--- src/rtl/core/mrhr_pkg.sv ---
// ----------------------------------------------------------------------------
// mrhr_pkg
// shared types, constants and the crc step for the holding register responder
// ----------------------------------------------------------------------------
package mrhr_pkg;

  localparam int IDX_W = 6;   // width of a table index on the wire
  localparam int CNT_W = 7;   // register count of a valid read, 1..125

  localparam logic        OP_LOAD = 1'b0;
  localparam logic        OP_READ = 1'b1;

  localparam logic [15:0] MAX_REGS            = 16'd125;
  localparam logic [7:0]  EXC_ILLEGAL_ADDRESS = 8'd2;
  localparam logic [7:0]  EXC_ILLEGAL_VALUE   = 8'd3;
  localparam logic [7:0]  FN_EXC_FLAG         = 8'h80;
  localparam logic [15:0] CRC_INIT            = 16'hFFFF;
  localparam logic [15:0] CRC_POLY            = 16'hA001;

  localparam logic [1:0]  BC_ONE = 2'd1;
  localparam logic [1:0]  BC_TWO = 2'd2;

  // one queued command, either a table load or a whole response frame
  typedef struct packed {
    logic             is_load;
    logic             is_normal;   // normal frame, else exception frame
    logic [7:0]       hdr0;
    logic [7:0]       hdr1;
    logic [7:0]       hdr2;
    logic [IDX_W-1:0] addr;        // load index or first register
    logic [15:0]      value;
    logic [CNT_W-1:0] count;
  } cmd_t;

  // modbus crc-16, reflected, one byte
  function automatic logic [15:0] crc_byte(input logic [15:0] crc_in,
                                           input logic [7:0] data);
    logic [15:0] c;
    c = crc_in ^ {8'h00, data};
    for (int i = 0; i < 8; i++) begin
      if (c[0]) begin
        c = (c >> 1) ^ CRC_POLY;
      end else begin
        c = c >> 1;
      end
    end
    return c;
  endfunction

endpackage

--- src/rtl/core/modbus_read_holding_regs_responder_unit.sv ---
// ----------------------------------------------------------------------------
// modbus_read_holding_regs_responder_unit
// modbus function 03 responder: table loads and read-holding-register frames
// ----------------------------------------------------------------------------
// a load beat is written into the table ram when the back end pops it; a read walks the table
// one register at a time, each register read followed by its two frame bytes and, between
// registers, a wait state for the table ram; a new command is popped only once the frame is done
// exception frames carry the three header bytes and the crc; the 2-entry command queue absorbs input
// rst (synchronous) clears the queue, marks every table entry unwritten (read as zero) and sets slave_address=1
// ----------------------------------------------------------------------------
module modbus_read_holding_regs_responder_unit #(
  parameter int TABLE_DEPTH = 50
) (
  input  logic        clk,
  input  logic        rst,
  // configuration: own slave id
  input  logic        cfg_wr_en,
  input  logic [7:0]  cfg_wr_data,
  // input beats
  input  logic        s_tvalid,
  output logic        s_tready,
  // table_index[5:0], table_value[21:6], req_slave_id[29:22],
  // req_function[37:30], req_start[53:38], req_count[69:54], zero pad
  input  logic [71:0] s_tdata,
  // opcode[0]
  input  logic        s_tuser,
  // output beats
  output logic        m_tvalid,
  input  logic        m_tready,
  // first_byte[7:0], second_byte[15:8]
  output logic [15:0] m_tdata,
  // byte_count[1:0]
  output logic [1:0]  m_tuser,
  output logic        m_tlast
);
  import mrhr_pkg::*;

  logic       [7:0] slave_address;
  logic             s_accept;
  logic             fifo_push;
  logic             fifo_full;
  logic             fifo_pop;
  logic             fifo_empty;
  cmd_t             front_cmd;
  cmd_t             back_cmd;
  logic       [7:0] first_byte;
  logic       [7:0] second_byte;

  // own slave id; the user must write it only while the block is idle, the block does not enforce it
  always_ff @(posedge clk) begin
    if (rst) begin
      slave_address <= 8'd1;
    end else if (cfg_wr_en) begin
      slave_address <= cfg_wr_data;
    end
  end

  // the front takes a beat whenever the queue has room
  assign s_tready = !fifo_full;
  assign s_accept = s_tvalid && s_tready;

  mrhr_front #(
    .TABLE_DEPTH (TABLE_DEPTH)
  ) u_front (
    .opcode        (s_tuser),
    .table_index   (s_tdata[5:0]),
    .table_value   (s_tdata[21:6]),
    .req_slave_id  (s_tdata[29:22]),
    .req_function  (s_tdata[37:30]),
    .req_start     (s_tdata[53:38]),
    .req_count     (s_tdata[69:54]),
    .slave_address (slave_address),
    .accept        (s_accept),
    .push          (fifo_push),
    .cmd           (front_cmd)
  );

  // loads and frames stay in order through one queue
  mrhr_cmd_fifo u_fifo (
    .clk   (clk),
    .rst   (rst),
    .push  (fifo_push),
    .din   (front_cmd),
    .full  (fifo_full),
    .pop   (fifo_pop),
    .dout  (back_cmd),
    .empty (fifo_empty)
  );

  // table ram, crc and byte pairing with its own output register
  mrhr_back #(
    .TABLE_DEPTH (TABLE_DEPTH)
  ) u_back (
    .clk         (clk),
    .rst         (rst),
    .empty       (fifo_empty),
    .cmd         (back_cmd),
    .pop         (fifo_pop),
    .out_valid   (m_tvalid),
    .out_ready   (m_tready),
    .first_byte  (first_byte),
    .second_byte (second_byte),
    .byte_count  (m_tuser),
    .last        (m_tlast)
  );

  assign m_tdata = {second_byte, first_byte};

  // every frame has an odd length, so only the closing beat carries one byte
  assert property (@(posedge clk) disable iff (rst)
    m_tvalid |-> (m_tlast == (m_tuser == BC_ONE)))
    else $error("byte count does not match frame end");

  // a single-byte beat has a zero upper byte
  assert property (@(posedge clk) disable iff (rst)
    (m_tvalid && (m_tuser == BC_ONE)) |-> (m_tdata[15:8] == 8'd0))
    else $error("unused byte not cleared");

  // the queue is never pushed while full
  assert property (@(posedge clk) disable iff (rst)
    fifo_full |-> !fifo_push)
    else $error("command queue overflow");

endmodule

--- src/rtl/core/mrhr_ram.sv ---
// ----------------------------------------------------------------------------
// mrhr_ram
// generic single write port ram with a registered read port
// ----------------------------------------------------------------------------
module mrhr_ram #(
  parameter int WIDTH = 16,
  parameter int DEPTH = 50
) (
  input  logic                                   clk,
  input  logic                                   we,
  input  logic [((DEPTH > 1) ? $clog2(DEPTH) : 1)-1:0] waddr,
  input  logic [WIDTH-1:0]                       wdata,
  input  logic [((DEPTH > 1) ? $clog2(DEPTH) : 1)-1:0] raddr,
  output logic [WIDTH-1:0]                       rdata
);

  logic [WIDTH-1:0] mem [DEPTH];

  always_ff @(posedge clk) begin
    if (we) begin
      mem[waddr] <= wdata;
    end
    rdata <= mem[raddr];
  end

endmodule

--- src/rtl/core/mrhr_cmd_fifo.sv ---
// ----------------------------------------------------------------------------
// mrhr_cmd_fifo
// two-entry command queue between the front and the back
// ----------------------------------------------------------------------------
module mrhr_cmd_fifo (
  input  logic          clk,
  input  logic          rst,
  input  logic          push,
  input  mrhr_pkg::cmd_t din,
  output logic          full,
  input  logic          pop,
  output mrhr_pkg::cmd_t dout,
  output logic          empty
);
  import mrhr_pkg::*;

  cmd_t       mem [2];
  logic       wr_ptr;
  logic       rd_ptr;
  logic [1:0] count;

  assign full  = (count == 2'd2);
  assign empty = (count == 2'd0);
  assign dout  = mem[rd_ptr];

  always_ff @(posedge clk) begin
    if (push) begin
      mem[wr_ptr] <= din;
    end
  end

  always_ff @(posedge clk) begin
    if (rst) begin
      wr_ptr <= 1'b0;
      rd_ptr <= 1'b0;
      count  <= 2'd0;
    end else begin
      if (push) begin
        wr_ptr <= ~wr_ptr;
      end
      if (pop) begin
        rd_ptr <= ~rd_ptr;
      end
      if (push && !pop) begin
        count <= count + 2'd1;
      end else if (pop && !push) begin
        count <= count - 2'd1;
      end
    end
  end

endmodule

--- src/rtl/core/mrhr_front.sv ---
// ----------------------------------------------------------------------------
// mrhr_front
// accepts input beats, checks requests and builds queue commands
// ----------------------------------------------------------------------------
module mrhr_front #(
  parameter int TABLE_DEPTH = 50
) (
  input  logic           opcode,
  input  logic [5:0]     table_index,
  input  logic [15:0]    table_value,
  input  logic [7:0]     req_slave_id,
  input  logic [7:0]     req_function,
  input  logic [15:0]    req_start,
  input  logic [15:0]    req_count,
  input  logic [7:0]     slave_address,
  input  logic           accept,
  output logic           push,
  output mrhr_pkg::cmd_t cmd
);
  import mrhr_pkg::*;

  logic [16:0] end_addr;
  logic        bad_count;
  logic        bad_addr;
  logic        load_ok;

  // end address in 17 bits so it never wraps
  assign end_addr  = {1'b0, req_start} + {1'b0, req_count} - 17'd1;
  assign bad_count = (req_count == 16'd0) || (req_count > MAX_REGS);
  assign bad_addr  = end_addr > 17'(TABLE_DEPTH - 1);
  assign load_ok   = {26'd0, table_index} < 32'(TABLE_DEPTH);

  // out-of-range loads are dropped here
  assign push = accept && ((opcode == OP_READ) || load_ok);

  always_comb begin
    cmd           = '0;
    cmd.is_load   = (opcode == OP_LOAD);
    cmd.value     = table_value;
    cmd.count     = req_count[CNT_W-1:0];
    if (opcode == OP_LOAD) begin
      cmd.addr = table_index;
    end else begin
      cmd.addr = req_start[IDX_W-1:0];
      if (bad_count) begin
        cmd.hdr0 = req_slave_id;
        cmd.hdr1 = req_function | FN_EXC_FLAG;
        cmd.hdr2 = EXC_ILLEGAL_VALUE;
      end else if (bad_addr) begin
        cmd.hdr0 = req_slave_id;
        cmd.hdr1 = req_function | FN_EXC_FLAG;
        cmd.hdr2 = EXC_ILLEGAL_ADDRESS;
      end else begin
        cmd.is_normal = 1'b1;
        cmd.hdr0      = slave_address;
        cmd.hdr1      = req_function;
        cmd.hdr2      = {req_count[CNT_W-1:0], 1'b0};
      end
    end
  end

endmodule

--- src/rtl/core/mrhr_back.sv ---
// ----------------------------------------------------------------------------
// mrhr_back
// executes loads, walks the table and streams frame bytes with the crc
// ----------------------------------------------------------------------------
module mrhr_back #(
  parameter int TABLE_DEPTH = 50
) (
  input  logic           clk,
  input  logic           rst,
  input  logic           empty,
  input  mrhr_pkg::cmd_t cmd,
  output logic           pop,
  output logic           out_valid,
  input  logic           out_ready,
  output logic [7:0]     first_byte,
  output logic [7:0]     second_byte,
  output logic [1:0]     byte_count,
  output logic           last
);
  import mrhr_pkg::*;

  localparam int AW = (TABLE_DEPTH > 1) ? $clog2(TABLE_DEPTH) : 1;

  localparam logic [2:0] ST_IDLE   = 3'd0;
  localparam logic [2:0] ST_HDR    = 3'd1;
  localparam logic [2:0] ST_DATA   = 3'd2;
  localparam logic [2:0] ST_WAIT   = 3'd3;
  localparam logic [2:0] ST_CRC_LO = 3'd4;
  localparam logic [2:0] ST_CRC_HI = 3'd5;

  logic [2:0]             state;
  logic [1:0]             hdr_idx;
  logic [CNT_W-1:0]       rem;
  logic                   hi;
  logic [AW-1:0]          rd_addr;
  logic [15:0]            crc;
  logic [7:0]             hold_byte;
  logic                   have_hold;
  cmd_t                   cur;
  logic [TABLE_DEPTH-1:0] valid;
  logic                   vld_q;
  logic [15:0]            rdata;
  logic [15:0]            word;
  logic                   emitting;
  logic                   final_byte;
  logic                   need_push;
  logic                   can_push;
  logic                   byte_go;
  logic                   push;
  logic [7:0]             cur_byte;
  logic                   ram_we;

  assign pop    = (state == ST_IDLE) && !empty;
  assign ram_we = pop && cmd.is_load;

  mrhr_ram #(
    .WIDTH (16),
    .DEPTH (TABLE_DEPTH)
  ) u_table (
    .clk   (clk),
    .we    (ram_we),
    .waddr (cmd.addr[AW-1:0]),
    .wdata (cmd.value),
    .raddr (rd_addr),
    .rdata (rdata)
  );

  // never-written entries read as zero
  always_ff @(posedge clk) begin
    if (rst) begin
      valid <= '0;
      vld_q <= 1'b0;
    end else begin
      if (ram_we) begin
        valid[cmd.addr[AW-1:0]] <= 1'b1;
      end
      vld_q <= valid[rd_addr];
    end
  end

  assign word = vld_q ? rdata : 16'd0;

  always_comb begin
    unique case (state)
      ST_HDR: begin
        unique case (hdr_idx)
          2'd0:    cur_byte = cur.hdr0;
          2'd1:    cur_byte = cur.hdr1;
          default: cur_byte = cur.hdr2;
        endcase
      end
      ST_DATA:   cur_byte = hi ? word[15:8] : word[7:0];
      ST_CRC_LO: cur_byte = crc[7:0];
      ST_CRC_HI: cur_byte = crc[15:8];
      default:   cur_byte = 8'd0;
    endcase
  end

  assign emitting   = (state == ST_HDR) || (state == ST_DATA) ||
                      (state == ST_CRC_LO) || (state == ST_CRC_HI);
  assign final_byte = (state == ST_CRC_HI);
  assign need_push  = have_hold || final_byte;
  assign can_push   = !out_valid || out_ready;
  assign byte_go    = emitting && (!need_push || can_push);
  assign push       = byte_go && need_push;

  always_ff @(posedge clk) begin
    if (pop) begin
      cur <= cmd;
    end
    if (byte_go && !need_push) begin
      hold_byte <= cur_byte;
    end
    if (push) begin
      first_byte  <= have_hold ? hold_byte : cur_byte;
      second_byte <= have_hold ? cur_byte : 8'd0;
      byte_count  <= have_hold ? BC_TWO : BC_ONE;
      last        <= final_byte;
    end
  end

  always_ff @(posedge clk) begin
    if (rst) begin
      state     <= ST_IDLE;
      hdr_idx   <= 2'd0;
      rem       <= '0;
      hi        <= 1'b1;
      rd_addr   <= '0;
      crc       <= CRC_INIT;
      have_hold <= 1'b0;
      out_valid <= 1'b0;
    end else begin
      if (push) begin
        out_valid <= 1'b1;
      end else if (out_ready) begin
        out_valid <= 1'b0;
      end
      if (byte_go) begin
        have_hold <= !need_push;
      end
      unique case (state)
        ST_IDLE: begin
          if (pop && !cmd.is_load) begin
            state   <= ST_HDR;
            hdr_idx <= 2'd0;
            crc     <= CRC_INIT;
            rd_addr <= cmd.addr[AW-1:0];
            rem     <= cmd.count;
            hi      <= 1'b1;
          end
        end
        ST_HDR: begin
          if (byte_go) begin
            crc     <= crc_byte(crc, cur_byte);
            hdr_idx <= hdr_idx + 2'd1;
            if (hdr_idx == 2'd2) begin
              state <= cur.is_normal ? ST_DATA : ST_CRC_LO;
            end
          end
        end
        ST_DATA: begin
          if (byte_go) begin
            crc <= crc_byte(crc, cur_byte);
            if (hi) begin
              hi <= 1'b0;
            end else if (rem == CNT_W'(1)) begin
              state <= ST_CRC_LO;
            end else begin
              rem     <= rem - CNT_W'(1);
              rd_addr <= rd_addr + AW'(1);
              hi      <= 1'b1;
              state   <= ST_WAIT;
            end
          end
        end
        ST_WAIT: begin
          state <= ST_DATA;
        end
        ST_CRC_LO: begin
          if (byte_go) begin
            state <= ST_CRC_HI;
          end
        end
        ST_CRC_HI: begin
          if (byte_go) begin
            state <= ST_IDLE;
          end
        end
        default: begin
          state <= ST_IDLE;
        end
      endcase
    end
  end

endmodule

--- config.mk ---
export PLATFORM = sky130hd
export DESIGN_NAME = modbus_read_holding_regs_responder_unit
export DESIGN_NICKNAME = d
export VERILOG_FILES = /design/src/rtl/core/mrhr_pkg.sv /design/src/rtl/core/modbus_read_holding_regs_responder_unit.sv /design/src/rtl/core/mrhr_ram.sv /design/src/rtl/core/mrhr_cmd_fifo.sv /design/src/rtl/core/mrhr_front.sv /design/src/rtl/core/mrhr_back.sv
export SDC_FILE = /design/constraint.sdc
export NUM_CORES = 1
export LEC_CHECK = 0
export BUFFER_PORTS_ARGS = -buffer_cell sky130_fd_sc_hd__buf_2
export CORE_UTILIZATION = 45
export CTS_CLUSTER_SIZE = 12
export DETAILED_ROUTE_END_ITERATION = 8
export GPL_ROUTABILITY_DRIVEN = 0
export MAX_ROUTING_LAYER = met4
export PLACE_DENSITY = 0.71
export SYNTH_ARGS = -nofsm -noshare
export SYNTH_HDL_FRONTEND = slang
export SYNTH_SLANG_ARGS = --single-unit
--- constraint.sdc ---
create_clock -name clk -period 7.5 [get_ports clk]
set_input_delay 0.75 -clock clk [delete_from_list [all_inputs] [get_ports clk]]
set_output_delay 0.75 -clock clk [all_outputs]
set_load 0.01 [all_outputs]
==> impl_metrics.ini <==
[yosys]
yosys.area.top_type = edfxtp_1
yosys.area_share.simple_pct = 3.80
seq_area_frac_synth_pct = 72.1
synthTopCellsByArea = edfxtp_1, mux4_2, dfxtp_1
yosysMostFrequentCell = edfxtp_1
netlist_top_cells_count = edfxtp_1, mux4_2, nor2_1
synth_cell_types = 71
syn_inst = 2325
synth_compound_area_share_pct = 3.51
syn-cell-area_mm2 = 0.0433
ys.flop_type = edfxtp_1
async_flop_share_pct = 0
netlist.area_leader.share_pct = 66.7
synth_top_family_by_area = multiplexers
yosysWarnings = 0
synthMuxAreaShare_pct = 16.9
synth_nets = 2450
synth_seq_cells = 1079
synth_edf_count = 962
synthAdderAreaFrac_pct = 1.14
syn_area_per_cell_um2 = 18.6
synth-xor-area-share_pct = 0.656

[setup_path]
cp-start-kind = input port
crit_cells = 13
cp_num_buf_inv = 3
max_stage_delay_ns = 0.67
path_cells = buf_2, inv_1, ha_1, inv_1, ha_1, a21o_1, a21o_1, a21oi_1, o21ai_0, a2111oi_0, o32ai_1, or4_1, nor4_1
critPathCaptureType = register
cp_top_family = compound AO/OA/AOI/OAI gates
reg2reg_depth = 6
worst_ep_required_time_ns = 7.88
crit_arrival_ns = 4.50
cp_slowest_cell = or4_1
worstSetupPathType = in -> reg
critPathMaxFanout = 7

[sta]
rsz0062_at_grt = false
finClkSkew_ns = 0.0289
slew-limit-headroom_pct = 16.0
fin_crit_sh_pct = 54.9
tightest_slew_ns = 1.25
setup-violations-final = 0
fin_crit_ns = 4.12
slew_viol_final = 0
clock.fmax_ghz = 0.243
hold_violations = 0
setup_tns_ns = 0

[die]
start_util_pct = 45.5
die_area_mm2 = 0.0975
die_h_um = 312
pin_count = 107
die_x_um = 312
rows = 113
core-area_mm2 = 0.0952

[route]
viasPerCell = 5.79
ant_nets = 0
route.detailed.drc = 0
drtPass1Iterations = 6
dr.first_iter.drc_count = 2314
wl_mm = 95.4
vias = 22200
wl_per_cell_um = 24.9

[global_route]
overflow = 0
grt_max_degree = 118
grt_pass1_vias = 22800
grt_antenna_before_repair = 4
grt_pass1_wl_mm = 144
grtUsageTotal_pct = 20.4

[power]
p_per_area_mw_per_mm2 = 335
switchingPower_w = 0.00463
leakage_nw = 15.7
p_seq_share_pct = 46.9
finalPower_w = 0.0163
p_int_w = 0.0117
combPwrFrac_pct = 22.6
clkPwrFrac_pct = 30.5
ir_worst_vdd_mv = 0.235
switching_share_pct = 28.3

[final_layout]
drive_gt1_share_pct = 26.2
areaGrowthSynthToFinish_pct = 12.5
diodes = 0
final_nets = 2603
design_area_mm2 = 0.0487

[clocking]
clk_latency_ns = 0.67
post_cts_buffers = 0
cts_resized = 0
hold_buffers = 0
numCtsBuffers = 107
clk_pin_slew_ns = 0.06
clock_path_buffers = 3
cts.sink_count = 1079
h-tree-depth = 3
cts-root-buf = clkbuf_16
cts_tree = yes

[placement]
portBuffers = 104
dpl.hpwl_mm = 55.5
placed_area_mm2 = 0.0454

[outcome]
status = completed

[hold_path]
hp-class = in -> reg
holdPathStages = 1

[job]
max-cap-violations = 0
[power groups by stage]
stage	combinational (W)	clock [W]	sequential [W]
6_report	0.00369	0.00498	0.00767
5_1_grt	0.00396	0.00529	0.00772
4_1_cts	0.00371	0.00506	0.00768
3_5_place_dp	0.00370	0	0.00780
3_3_place_gp	0.00358	0	0.00777
2_1_floorplan	0.00268	0	0.00759
[final cells by class]
type / instances / area, um^2
Clock buffer: 176 / 3140
Clock inverter: 19 / 130
Fill cell: 7384 / 46400
Inverter: 83 / 312
Multi-Input combinational cell: 1041 / 11300
Sequential cell: 1079 / 31200
Tap cell: 1265 / 1580
Timing Repair Buffer: 166 / 1040
[final timing paths]
| path | start | slack (ns) | to |
|---|---|---|---|
| hold / removal | s_tdata[10] | 0.27 | u_fifo.mem[0][11] |
| setup / recovery | s_tdata[56] | 3.38 | u_fifo.mem[1][33] |
| hold reg to reg | u_back.valid[12] | 0.47 | u_back.valid[12] |
| setup reg to reg | register | 3.42 | u_back.u_table.mem[40][15] |
[kinds of logic (layout without fill, tap and decap cells)]
group,count (synthesis),in the layout
buf+inv,205,444
simple gates,360,360
xor+xnor,27,27
compound gates,216,216
fa+ha+maj,39,39
flops,1079,1079
mux,399,399
[cells in the final DEF, fill, tap and decap left out, types with 6 or more instances in the layout]
cell type	synthesis	routed
edfxtp_1	962	962
mux4_2	257	257
nor2_1	191	189
dfxtp_1	117	112
clkbuf_16	0	111
buf_2	17	103
inv_1	81	81
mux2_2	77	77
mux2i_1	65	65
buf_4	1	59
a21oi_1	56	55
clkbuf_1	80	53
nand2_1	46	46
ha_1	38	38
o21ai_0	30	30
nand2b_1	26	26
o22ai_1	22	22
and2_1	18	18
xor2_1	18	18
nor2b_1	16	16
nand3_1	16	16
a211oi_1	16	16
nor4_1	14	14
o21ba_2	13	13
nor3_1	11	11
clkbuf_8	0	11
a21o_1	9	9
a22o_1	9	9
o22a_1	8	8
clkinv_2	0	8
clkinv_1	1	7
a22oi_1	6	6
o211ai_1	6	6
[routing by layer]
layer  GRT usage, %  routed length, um  vias up
li1               -                  -     9570
met1           26.4              38500    11500
met2           33.4              47600      933
met3           3.36               6770      183
met4           5.55               2540        0
met5              -                  0        -
[metrics by stage]
| step | hold slack (ns) | utilization [%] | instances | setup WS (ns) |
|---|---|---|---|---|
| final | 0.270 | 51.2 | 3829 | 3.38 |
| after global placement | 0.444 | 47.8 | 3634 | 2.90 |
| after floorplan | 0.406 | - | 2325 | 3.44 |
| after CTS | 0.232 | 51.2 | 3829 | 3.45 |
| after global routing | 0.247 | 51.2 | 3829 | 3.10 |
| after detailed placement | 0.457 | 47.8 | 3634 | 2.76 |
[state kept, by name, indices dropped and copies added (netlist names), 2 cells and up, named ones only]
name                  cells
u_back.u_table.mem      800
u_fifo.mem              110
u_back.valid             50
u_back.cur               25
u_back.crc               16
u_back.u_table.rdata     16
slave_address             8
u_back.first_byte         8
u_back.hold_byte          8
u_back.second_byte        8
u_back.rem                7
u_back.rd_addr            6
u_back.state              3
u_back.byte_count         2
u_back.hdr_idx            2
u_fifo.count              2
(Power assumes the default switching activity.)
